## config.mk

```make
export PLATFORM = sky130hd
export DESIGN_NAME = bytecode_instruction_parser
export DESIGN_NICKNAME = d
export VERILOG_FILES = /design/src/hw/rtl/bip_pkg.sv /design/src/hw/rtl/bip_in_stage.sv /design/src/hw/rtl/bip_decoder.sv /design/src/hw/rtl/bip_out_stage.sv /design/src/hw/rtl/bytecode_instruction_parser.sv
export SDC_FILE = /design/constraint.sdc
export NUM_CORES = 1
export LEC_CHECK = 0
export BUFFER_PORTS_ARGS = -buffer_cell sky130_fd_sc_hd__clkbuf_2
export CAP_MARGIN = 20
export CORE_MARGIN = 2
export CORE_UTILIZATION = 50
export DETAILED_ROUTE_END_ITERATION = 16
export HOLD_SLACK_MARGIN = 0.15
export PLACE_DENSITY_LB_ADDON = 0.1
export SLEW_MARGIN = 30
export SYNTH_ARGS = -nofsm -noshare
export SYNTH_HDL_FRONTEND = slang
export SYNTH_SLANG_ARGS = --single-unit
```

## constraint.sdc

```tcl
create_clock -name clock -period 4.15 [get_ports clock]
set_input_delay 0.2075 -clock clock [delete_from_list [all_inputs] [get_ports clock]]
set_output_delay 0.2075 -clock clock [all_outputs]
set_load 0.03 [all_outputs]
```

## src/hw/rtl/bip_pkg.sv

```systemverilog
package bip_pkg;

   localparam int ByteWidth    = 8;
   localparam int OpcodeWidth  = 7;
   localparam int OperandWidth = 32;
   localparam int LaneWidth    = 2;
   localparam int LimitWidth   = 8;
   localparam int CsrIdxWidth  = 1;

   localparam logic [ByteWidth-1:0]  END_HEADER      = 8'hFF;
   localparam logic [LimitWidth-1:0] UNARY_LIMIT_RST  = 8'd2;
   localparam logic [LimitWidth-1:0] BINARY_LIMIT_RST = 8'd20;
   localparam logic [LaneWidth-1:0]  LAST_LANE        = 2'd3;

   typedef enum logic [CsrIdxWidth-1:0] {
      CSR_UNARY_LIMIT  = 1'b0,
      CSR_BINARY_LIMIT = 1'b1
   } csr_index_type;

   typedef struct packed {
      logic                    is_end;
      logic [OpcodeWidth-1:0]  opcode;
      logic                    binary_op;
      logic [OperandWidth-1:0] operand_a;
      logic [OperandWidth-1:0] operand_b;
   } result_type;

   typedef struct packed {
      logic [LimitWidth-1:0] unary_limit;
      logic [LimitWidth-1:0] binary_limit;
   } limits_type;

endpackage

```

## src/hw/rtl/bip_in_stage.sv

```systemverilog
module bip_in_stage
   import bip_pkg::*;
(
   input  logic                 clock,
   input  logic                 reset,
   input  logic                 req_valid,
   output logic                 req_stall,
   input  logic [ByteWidth-1:0] req_data_byte,
   input  logic                 advance,
   output logic                 word_valid,
   output logic [ByteWidth-1:0] word_byte
);

   logic                 valid_ff, valid_in;
   logic [ByteWidth-1:0] byte_ff, byte_in;
   logic                 take;

   assign req_stall = valid_ff && !advance;
   assign take      = req_valid && !req_stall;

   always_comb begin
      valid_in = take || (valid_ff && !advance);
      byte_in  = take ? req_data_byte : byte_ff;
   end

   always_ff @(posedge clock) begin
      if (reset) begin
         valid_ff <= 1'b0;
      end else begin
         valid_ff <= valid_in;
      end
      byte_ff <= byte_in;
   end

   assign word_valid = valid_ff;
   assign word_byte  = byte_ff;

endmodule

```

## src/hw/rtl/bip_decoder.sv

```systemverilog
module bip_decoder
   import bip_pkg::*;
(
   input  logic                 clock,
   input  logic                 reset,
   input  logic                 step,
   input  logic [ByteWidth-1:0] data_byte,
   input  limits_type           limits,
   output logic                 emit,
   output result_type           result
);

   typedef enum logic [1:0] {
      PH_HEADER = 2'd0,
      PH_OPA    = 2'd1,
      PH_OPB    = 2'd2
   } phase_type;

   phase_type                phase_ff, phase_in;
   logic [LaneWidth-1:0]     byte_index_ff, byte_index_in;
   logic [ByteWidth-1:0]     header_ff, header_in;
   logic [OperandWidth-1:0]  operand_a_ff, operand_a_in;
   logic [OperandWidth-1:0]  operand_b_ff, operand_b_in;
   logic [OperandWidth-1:0]  lane_a, lane_b;
   logic                     hdr_binary;
   logic [LimitWidth-1:0]    hdr_opcode;
   logic                     hdr_ok;

   always_comb begin
      lane_a = operand_a_ff;
      lane_a[{byte_index_ff, 3'b000} +: ByteWidth] = data_byte;
      lane_b = operand_b_ff;
      lane_b[{byte_index_ff, 3'b000} +: ByteWidth] = data_byte;
      hdr_binary = data_byte[ByteWidth-1];
      hdr_opcode = {1'b0, data_byte[OpcodeWidth-1:0]};
      hdr_ok = hdr_binary ? (hdr_opcode < limits.binary_limit)
                          : (hdr_opcode < limits.unary_limit);
   end

   always_comb begin
      phase_in      = phase_ff;
      byte_index_in = byte_index_ff;
      header_in     = header_ff;
      operand_a_in  = operand_a_ff;
      operand_b_in  = operand_b_ff;
      emit          = 1'b0;
      result        = '0;
      if (step) begin
         unique case (phase_ff)
            PH_OPA: begin
               operand_a_in  = lane_a;
               byte_index_in = byte_index_ff + 2'd1;
               if (byte_index_ff == LAST_LANE) begin
                  if (header_ff[ByteWidth-1]) begin
                     phase_in = PH_OPB;
                  end else begin
                     phase_in         = PH_HEADER;
                     emit             = 1'b1;
                     result.opcode    = header_ff[OpcodeWidth-1:0];
                     result.operand_a = lane_a;
                  end
               end
            end
            PH_OPB: begin
               operand_b_in  = lane_b;
               byte_index_in = byte_index_ff + 2'd1;
               if (byte_index_ff == LAST_LANE) begin
                  phase_in         = PH_HEADER;
                  emit             = 1'b1;
                  result.opcode    = header_ff[OpcodeWidth-1:0];
                  result.binary_op = 1'b1;
                  result.operand_a = operand_a_ff;
                  result.operand_b = lane_b;
               end
            end
            default: begin
               phase_in      = PH_HEADER;
               byte_index_in = '0;
               if (data_byte == END_HEADER) begin
                  emit          = 1'b1;
                  result.is_end = 1'b1;
               end else if (hdr_ok) begin
                  header_in    = data_byte;
                  operand_a_in = '0;
                  operand_b_in = '0;
                  phase_in     = PH_OPA;
               end
            end
         endcase
      end
   end

   always_ff @(posedge clock) begin
      if (reset) begin
         phase_ff      <= PH_HEADER;
         byte_index_ff <= '0;
      end else begin
         phase_ff      <= phase_in;
         byte_index_ff <= byte_index_in;
      end
      header_ff    <= header_in;
      operand_a_ff <= operand_a_in;
      operand_b_ff <= operand_b_in;
   end

`ifndef SYNTHESIS
   a_operand_emit_on_last_lane: assert property (@(posedge clock) disable iff (reset)
      emit && !result.is_end |-> byte_index_ff == LAST_LANE)
      else $error("instruction given before its last operand byte");

   a_end_marker_clean: assert property (@(posedge clock) disable iff (reset)
      emit && result.is_end |-> result.opcode == '0 && result.operand_a == '0
                                && result.operand_b == '0 && !result.binary_op)
      else $error("end marker carries instruction fields");

   a_reset_to_header: assert property (@(posedge clock)
      reset |=> phase_ff == PH_HEADER && byte_index_ff == '0)
      else $error("parser not awaiting header after reset");

   a_binary_from_opb: assert property (@(posedge clock) disable iff (reset)
      emit && result.binary_op |-> phase_ff == PH_OPB)
      else $error("binary instruction given outside second operand");
`endif

endmodule

```

## src/hw/rtl/bip_out_stage.sv

```systemverilog
module bip_out_stage
   import bip_pkg::*;
(
   input  logic                    clock,
   input  logic                    reset,
   input  logic                    load,
   input  result_type              result,
   output logic                    busy,
   output logic                    rsp_valid,
   input  logic                    rsp_stall,
   output logic                    rsp_is_end,
   output logic [OpcodeWidth-1:0]  rsp_opcode,
   output logic                    rsp_binary_op,
   output logic [OperandWidth-1:0] rsp_operand_a,
   output logic [OperandWidth-1:0] rsp_operand_b
);

   logic       valid_ff, valid_in;
   result_type result_ff, result_in;

   assign busy = valid_ff && rsp_stall;

   always_comb begin
      valid_in  = load || busy;
      result_in = load ? result : result_ff;
   end

   always_ff @(posedge clock) begin
      if (reset) begin
         valid_ff <= 1'b0;
      end else begin
         valid_ff <= valid_in;
      end
      result_ff <= result_in;
   end

   assign rsp_valid     = valid_ff;
   assign rsp_is_end    = result_ff.is_end;
   assign rsp_opcode    = result_ff.opcode;
   assign rsp_binary_op = result_ff.binary_op;
   assign rsp_operand_a = result_ff.operand_a;
   assign rsp_operand_b = result_ff.operand_b;

endmodule

```

## src/hw/rtl/bytecode_instruction_parser.sv

```systemverilog
// channel | direction | words                   | handshake
// req     | in        | data_byte (8)           | req_valid / req_stall
// rsp     | out       | instruction (73)        | rsp_valid / rsp_stall
// csr     | in        | limit registers (8)     | csr_write_enable, no wait
//
// one byte per cycle while no result is stalled; an accepted byte reaches result valid through
// the input register, then decode into the result register
// a result is registered once its last operand byte or the end marker is decoded
// synchronous reset clears the parser to awaiting header, limits to 2 and 20
// a stalled result holds the input register; one more byte is taken meanwhile if it was empty
module bytecode_instruction_parser
   import bip_pkg::*;
(
   input  logic                    clock,
   input  logic                    reset,
   input  logic                    req_valid,
   output logic                    req_stall,
   input  logic [ByteWidth-1:0]    req_data_byte,
   output logic                    rsp_valid,
   input  logic                    rsp_stall,
   output logic                    rsp_is_end,
   output logic [OpcodeWidth-1:0]  rsp_opcode,
   output logic                    rsp_binary_op,
   output logic [OperandWidth-1:0] rsp_operand_a,
   output logic [OperandWidth-1:0] rsp_operand_b,
   input  logic                    csr_write_enable,
   input  logic [CsrIdxWidth-1:0]  csr_index,
   input  logic [LimitWidth-1:0]   csr_write_data
);

   limits_type           limits_ff, limits_in;
   logic                 word_valid;
   logic [ByteWidth-1:0] word_byte;
   logic                 out_busy;
   logic                 advance;
   logic                 emit;
   result_type           result;

   always_comb begin
      limits_in = limits_ff;
      if (csr_write_enable) begin
         unique case (csr_index_type'(csr_index))
            CSR_UNARY_LIMIT:  limits_in.unary_limit  = csr_write_data;
            CSR_BINARY_LIMIT: limits_in.binary_limit = csr_write_data;
            default:          limits_in = limits_ff;
         endcase
      end
   end

   always_ff @(posedge clock) begin
      if (reset) begin
         limits_ff.unary_limit  <= UNARY_LIMIT_RST;
         limits_ff.binary_limit <= BINARY_LIMIT_RST;
      end else begin
         limits_ff <= limits_in;
      end
   end

   assign advance = !out_busy;

   bip_in_stage u_in_stage (
      .clock         (clock),
      .reset         (reset),
      .req_valid     (req_valid),
      .req_stall     (req_stall),
      .req_data_byte (req_data_byte),
      .advance       (advance),
      .word_valid    (word_valid),
      .word_byte     (word_byte)
   );

   bip_decoder u_decoder (
      .clock     (clock),
      .reset     (reset),
      .step      (word_valid && advance),
      .data_byte (word_byte),
      .limits    (limits_ff),
      .emit      (emit),
      .result    (result)
   );

   bip_out_stage u_out_stage (
      .clock         (clock),
      .reset         (reset),
      .load          (emit),
      .result        (result),
      .busy          (out_busy),
      .rsp_valid     (rsp_valid),
      .rsp_stall     (rsp_stall),
      .rsp_is_end    (rsp_is_end),
      .rsp_opcode    (rsp_opcode),
      .rsp_binary_op (rsp_binary_op),
      .rsp_operand_a (rsp_operand_a),
      .rsp_operand_b (rsp_operand_b)
   );

endmodule
```

# After elaboration in Yosys (flattened, before gate mapping)
# Index checks and enable logic that the tools add are counted.
[word_totals]
register_bits = 175
input_bits = 22
out_inout_bits = 75
elab_cells = 82
[classes]
n_addsub = 2
n_lt_le_gt_ge = 2
n_eq_ne = 8
n_shift = 2
n_mux = 27
n_bitwise = 6
n_reduce_logical = 20
[ops]
columns = ["cell", "n"]
rows = [
  ["32-bit one-hot mux with 2 select lines", 3],
  ["32-bit two-way mux", 4],
  ["72-bit two-way mux", 1],
  ["32-bit bitwise mux", 2],
  ["8-bit by 7-bit variable shift with 32-bit output (first input constant)", 1],
  ["8-bit by 7-bit variable part select with 32-bit output", 1],
  ["7-bit by 8-bit < comparator with 1-bit output", 2],
  ["7-bit two-way mux", 2],
  ["7-bit one-hot mux with 2 select lines", 1],
  ["4-bit AND reduction", 3],
  ["2-bit two-way mux", 5],
  ["8-bit equality test (second input constant)", 1],
  ["1-bit two-way mux", 7],
  ["5-bit negation with 7-bit output", 1],
  ["1-bit inverter", 6],
  ["2-bit AND reduction", 3],
  ["3-bit AND reduction", 2],
  ["2-bit equality test (second input constant)", 2],
  ["1-bit logical AND", 4],
  ["2-bit by 1-bit != test with 1-bit output (second input constant)", 2],
  ["2-bit != test (second input constant)", 2],
  ["2-bit one-hot mux with 2 select lines", 1],
  ["2-bit nonzero test", 2],
  ["3-bit OR reduction", 1],
  ["6 further kinds", 8],
]

# Logic depth before layout (Yosys ltp)
[depth]
word_depth = 6
depth_mapped = 9
mapped_depth_nobuf = 7

# Cells and area by module
# Synthesis repeated with hierarchy kept, for this count alone.
[hier_totals]
hier_cells = 665
hier_area_um2 = 7853.8
[by_module_without_submodules]
columns = ["mod", "instances", "cells_each", "area_each_um2", "seq_area_each_um2"]
rows = [
  ["bip_decoder", 1, 508, 4629.4, 2242.2],
  ["bip_out_stage", 1, 77, 2228.4, 2212.1],
  ["bytecode_instruction_parser", 1, 68, 705.7, 320.3],
  ["bip_in_stage", 1, 12, 290.3, 260.2],
]

# Worst setup path after synthesis
# No wires, ideal clock.
[synth_timing]
path_type = "register -> register"
from = "register u_in_stage.byte_ff[5], in the netlist u_in_stage.word_byte[5]"
to = "register u_decoder.operand_a_ff[0] (enable)"
setup_ns = 0.470
arrival_ns = 3.821
t_required_ns = 3.680
slack_ns = -0.141
path_stages_with_launch = 6
n_path_buf = 0
synth_period_minus_slack_ns = 4.291
path_cell_list = "edfxtp_1 ha_1 a211oi_1 nor3_1 o32a_1 o31ai_1"
[synth_between]
elab_chain_len = 4
word_cells_on_any_way = 7
cone_classes = "order compare (2); eq/ne (2); mux (1); reduce/logical (2)"
[synth_rtl]
columns = ["element", "line_no", "rtl"]
rows = [
  ["from (decl)", "bip_in_stage.sv:15", "logic [ByteWidth-1:0] byte_ff, byte_in;"],
  ["from (signal assigned)", "bip_in_stage.sv:32", "byte_ff <= byte_in;"],
  ["7-bit by 8-bit < comparator with 1-bit output, on equally long branches", "bip_decoder.sv:37, bip_decoder.sv:36", ""],
  ["1-bit two-way mux", "bip_decoder.sv:36", "hdr_ok = hdr_binary ? (hdr_opcode < limits.binary_limit)"],
  ["2-bit nonzero test (no source line)", "--", ""],
  ["4-bit AND reduction (no source line) *", "--", ""],
  ["to (signal assigned)", "bip_decoder.sv:102", "operand_a_ff <= operand_a_in;"],
  ["to (decl)", "bip_decoder.sv:22", "logic [OperandWidth-1:0] operand_a_ff, operand_a_in;"],
]
# Mark *: on every way between the ends. The rest lies on a longest branch, timed or not.
# A chain may end at the register's enable or synchronous reset.

# Worst setup path in the final report
[layout_timing]
from = "register u_in_stage.byte_ff[5], in the netlist u_in_stage.word_byte[5]"
to = "register u_decoder.operand_b_ff[4] (enable)"
[layout_between]
elab_chain_len = 4
word_cells_on_any_way = 7
cone_classes = "order compare (2); eq/ne (2); mux (1); reduce/logical (2)"
[layout_rtl]
columns = ["element", "line_no", "rtl"]
rows = [
  ["7-bit by 8-bit < comparator with 1-bit output, on equally long branches", "bip_decoder.sv:37, bip_decoder.sv:36", ""],
  ["1-bit two-way mux", "bip_decoder.sv:36", ""],
  ["2-bit nonzero test (no source line)", "--", ""],
  ["4-bit AND reduction (no source line) *", "--", ""],
  ["to (signal assigned)", "bip_decoder.sv:103", "operand_b_ff <= operand_b_in;"],
  ["to (decl)", "bip_decoder.sv:23", "logic [OperandWidth-1:0] operand_b_ff, operand_b_in;"],
]
# Marked as above.

==> flow_summary_export.csv <==
group,metric,value,unit
layout,nets,800,
worst_setup_path,arrival,3160,ps
timing,slew_viol_final,0,
floorplan,die_area,16700,µm²
logic_synthesis,yosysMostFrequentCell,"edfxtp_1",
layout,diodes,0,
grt,grt_pass1_vias,5093,
logic_synthesis,synth_ff_type,"edfxtp_1",
detailed_routing,drtAntennaViolNets,0,
logic_synthesis,synth_fp_nets,699,
detailed_routing,drc,0,
timing,fin_hold_ws,201,ps
logic_synthesis,synth_cells,658,
logic_synthesis,yosys.area.top_type,"edfxtp_1",
timing,setup_tns,0,ps
worst_setup_path,worstPathMaxFanout,23,
detailed_routing,vias_per_cell,5.35,
clock_tree,clockBufferDepth,2,
floorplan,start_util,0.513,
placement,place_congestion,0.798,
detailed_routing,wl,16900,µm
timing,fin_ws,1130,ps
detailed_routing,highest_layer,"met4",
timing,finalSetupViolCount,0,
detailed_routing,drtPass1Iterations,7,
floorplan,coreArea,15300,µm²
layout,utilization,0.611,
layout,multi_input_comb_area,2560,µm²
clock_tree,cts_tree,"yes",
power_and_ir_drop,irDropWorstVdd,299,µV
logic_synthesis,yosysTopAreaCellShare,0.587,
worst_setup_path,path_class,"reg -> reg",
grt,overflow,0,
placement,port_buffers,96,
logic_synthesis,ys_seq_elements,175,
logic_synthesis,syn-cell-area,7830,µm²
layout,fill_cells,1256,
detailed_routing,wl_per_cell,17.2,µm
layout,layout-drive-gt1-share,0.194,
placement,pre_cts_ws,1120,ps
floorplan,io_pins,97,
logic_synthesis,synth_cell_types,41,
logic_synthesis,netlist_top_cells_count,"153 x edfxtp_1, 73 x nand2_1, 60 x nor2_1, 45 x nor2b_1",
clock_tree,post_cts_buffers,0,
floorplan,rows,45,
grt,grt_max_degree,56,
detailed_routing,vias,5256,
logic_synthesis,yosys-top-cells-area,"edfxtp_1 59%, dfxtp_1 5.6%, a22oi_1 3.7%",
timing,post-route-period-util,0.727,
logic_synthesis,ys_seq_area_frac,0.643,
power_and_ir_drop,leakage,3.24,nW
timing,relSlewSlack,0.499,
grt,track_usage,0.210,
layout,regArea,5030,µm²
clock_tree,cts_buffers,17,
worst_setup_path,startpoint_type,"register",
logic_synthesis,synthArstFlopShare,0,
logic_synthesis,syn_avg_cell_area,11.9,µm²
placement,post-dp-hpwl,11100,µm
flow_run,drv_cap,0,
clock_tree,insertion_delay,430,ps
grt,grt_antenna_before_repair,0,
floorplan,die-height,129,µm
detailed_routing,first_iter_violations,498,
logic_synthesis,yosys_warnings,0,
timing,fin_skew,9.78,ps
clock_tree,clk_pin_slew,70,ps
grt,grt_pass1_wl,26600,µm
detailed_routing,wl_met2,8300,µm
run_status,status,"complete, no violations",
min_path,min_path_type,"in -> reg",
layout,syn2layout_area_growth,19.2,%
timing,layout_min_cycle_time,3020,ps
timing,worst_slew_pin_slew,751,ps
worst_setup_path,endpoint_kind,"register",
timing,hold_viol,0,
logic_synthesis,synth_edf_count,153,
detailed_routing,met3RoutedLength,763,µm
power_and_ir_drop,power.density,419,nW/µm²
floorplan,fp.dieW,129,µm
detailed_routing,wl_met1,7500,µm
worst_setup_path,required,4290,ps
timing,fmax,331,MHz
clock_tree,clock_sinks,175,
timing,rsz0062_at_grt,"no",
clock_tree,htree_levels,4,
clock_tree,clockRootBuffer,"clkbuf_16",
[worst max-delay path, cell delays in order, from the launching register on]
cell and delay (ps):
edfxtp_1 770, ha_1 370, a211oi_1 220, nor3_1 80, o32a_1 430, o21ai_2 570
buf_12 260
[cell families (layout without fill, tap and decap cells)]
logic type | count (synthesis) | after routing | synth area share
AND/OR/NAND/NOR | 263 | 263 | 0.175
flip-flops | 175 | 175 | 0.643
AO/OA/AOI/OAI | 137 | 137 | 0.119
buffers and inverters | 64 | 178 | 0.0326
adder cells (fa/ha/maj) | 19 | 19 | 0.0304
[metrics by stage]
stage                     area [µm²]  std cells  total power [W]
after CTS                       9320        982          0.00394
after floorplan                 7830        658          0.00218
after detailed placement        8520        932          0.00227
after global routing            9330        983          0.00404
final                           9330        983          0.00391
after global placement          8520        932          0.00226
[final cells by class]
type / instances / share of cell area
Tap cell: 211 / 0.0283
Clock inverter: 14 / 0.0204
Timing Repair Buffer: 125 / 0.0828
Multi-Input combinational cell: 419 / 0.274
Inverter: 21 / 0.00845
Clock buffer: 18 / 0.0460
Sequential cell: 175 / 0.540
[layout by cell type (no fill, tap or decap), types with 3 or more instances in the layout]
cell type and n:
nand2b_1 35, dlygate4sd3_1 18, a21oi_1 39, clkbuf_2 96, inv_1 19, o21ai_2 4
nand3b_1 4, and4b_1 3, nor2b_1 45, bufinv_16 4, buf_4 8, nor2_1 60
dfxtp_1 22, clkinvlp_4 4, o21ai_0 4, clkbuf_16 17, edfxtp_1 153, a21boi_0 25
a211oi_1 3, ha_1 19, nand2_1 73, a22oi_1 39, and2_1 30, a21boi_1 14
nand4_1 3
[path summary, 6_finish.rpt]
check	slack [ps]	cells past startpoint	endpoint	startpoint
setup / recovery	1130	6	u_decoder.operand_b_ff[4]	u_in_stage.word_byte[5]
hold / removal	200	4	limits_ff[12]	csr_index
setup reg to reg	1130	6	u_decoder.operand_b_ff[4]	u_in_stage.word_byte[5]
hold reg to reg	460	2	limits_ff[0]	limits_ff[0]
[flip-flops by register name, summed over array words and instances (netlist names)]
signal,flops
u_decoder.operand_a_ff,32
u_decoder.operand_b_ff,32
u_out_stage.rsp_operand_a,32
u_out_stage.rsp_operand_b,32
limits_ff,16
u_decoder.header_ff,8
u_in_stage.word_byte,8
u_out_stage.rsp_opcode,7
u_decoder.byte_index_ff,2
u_decoder.phase_ff,2
u_in_stage.word_valid,1
u_out_stage.rsp_binary_op,1
u_out_stage.rsp_is_end,1
u_out_stage.rsp_valid,1
[per-layer routing]
metal,GRT usage,vias up
met3,0.0413,23
li1,-,2532
met1,0.278,2548
met4,0.0863,0
met5,0,-
met2,0.343,153
[power by group]
group          internal, W  total, W  switching, W
Combinational    0.0000844  0.000225      0.000141
Sequential         0.00197   0.00202     0.0000541
Clock              0.00100   0.00167      0.000661
Total              0.00306   0.00391      0.000856
[timing repair]
| item | 4_1_cts | 5_1_grt |
|---|---|---|
| hold endpoints to repair | 26 | 0 |
| resized for setup | 0 | 0 |
| hold buffers | 18 | 0 |
Note: power is estimated with default switching activity, not from simulation.
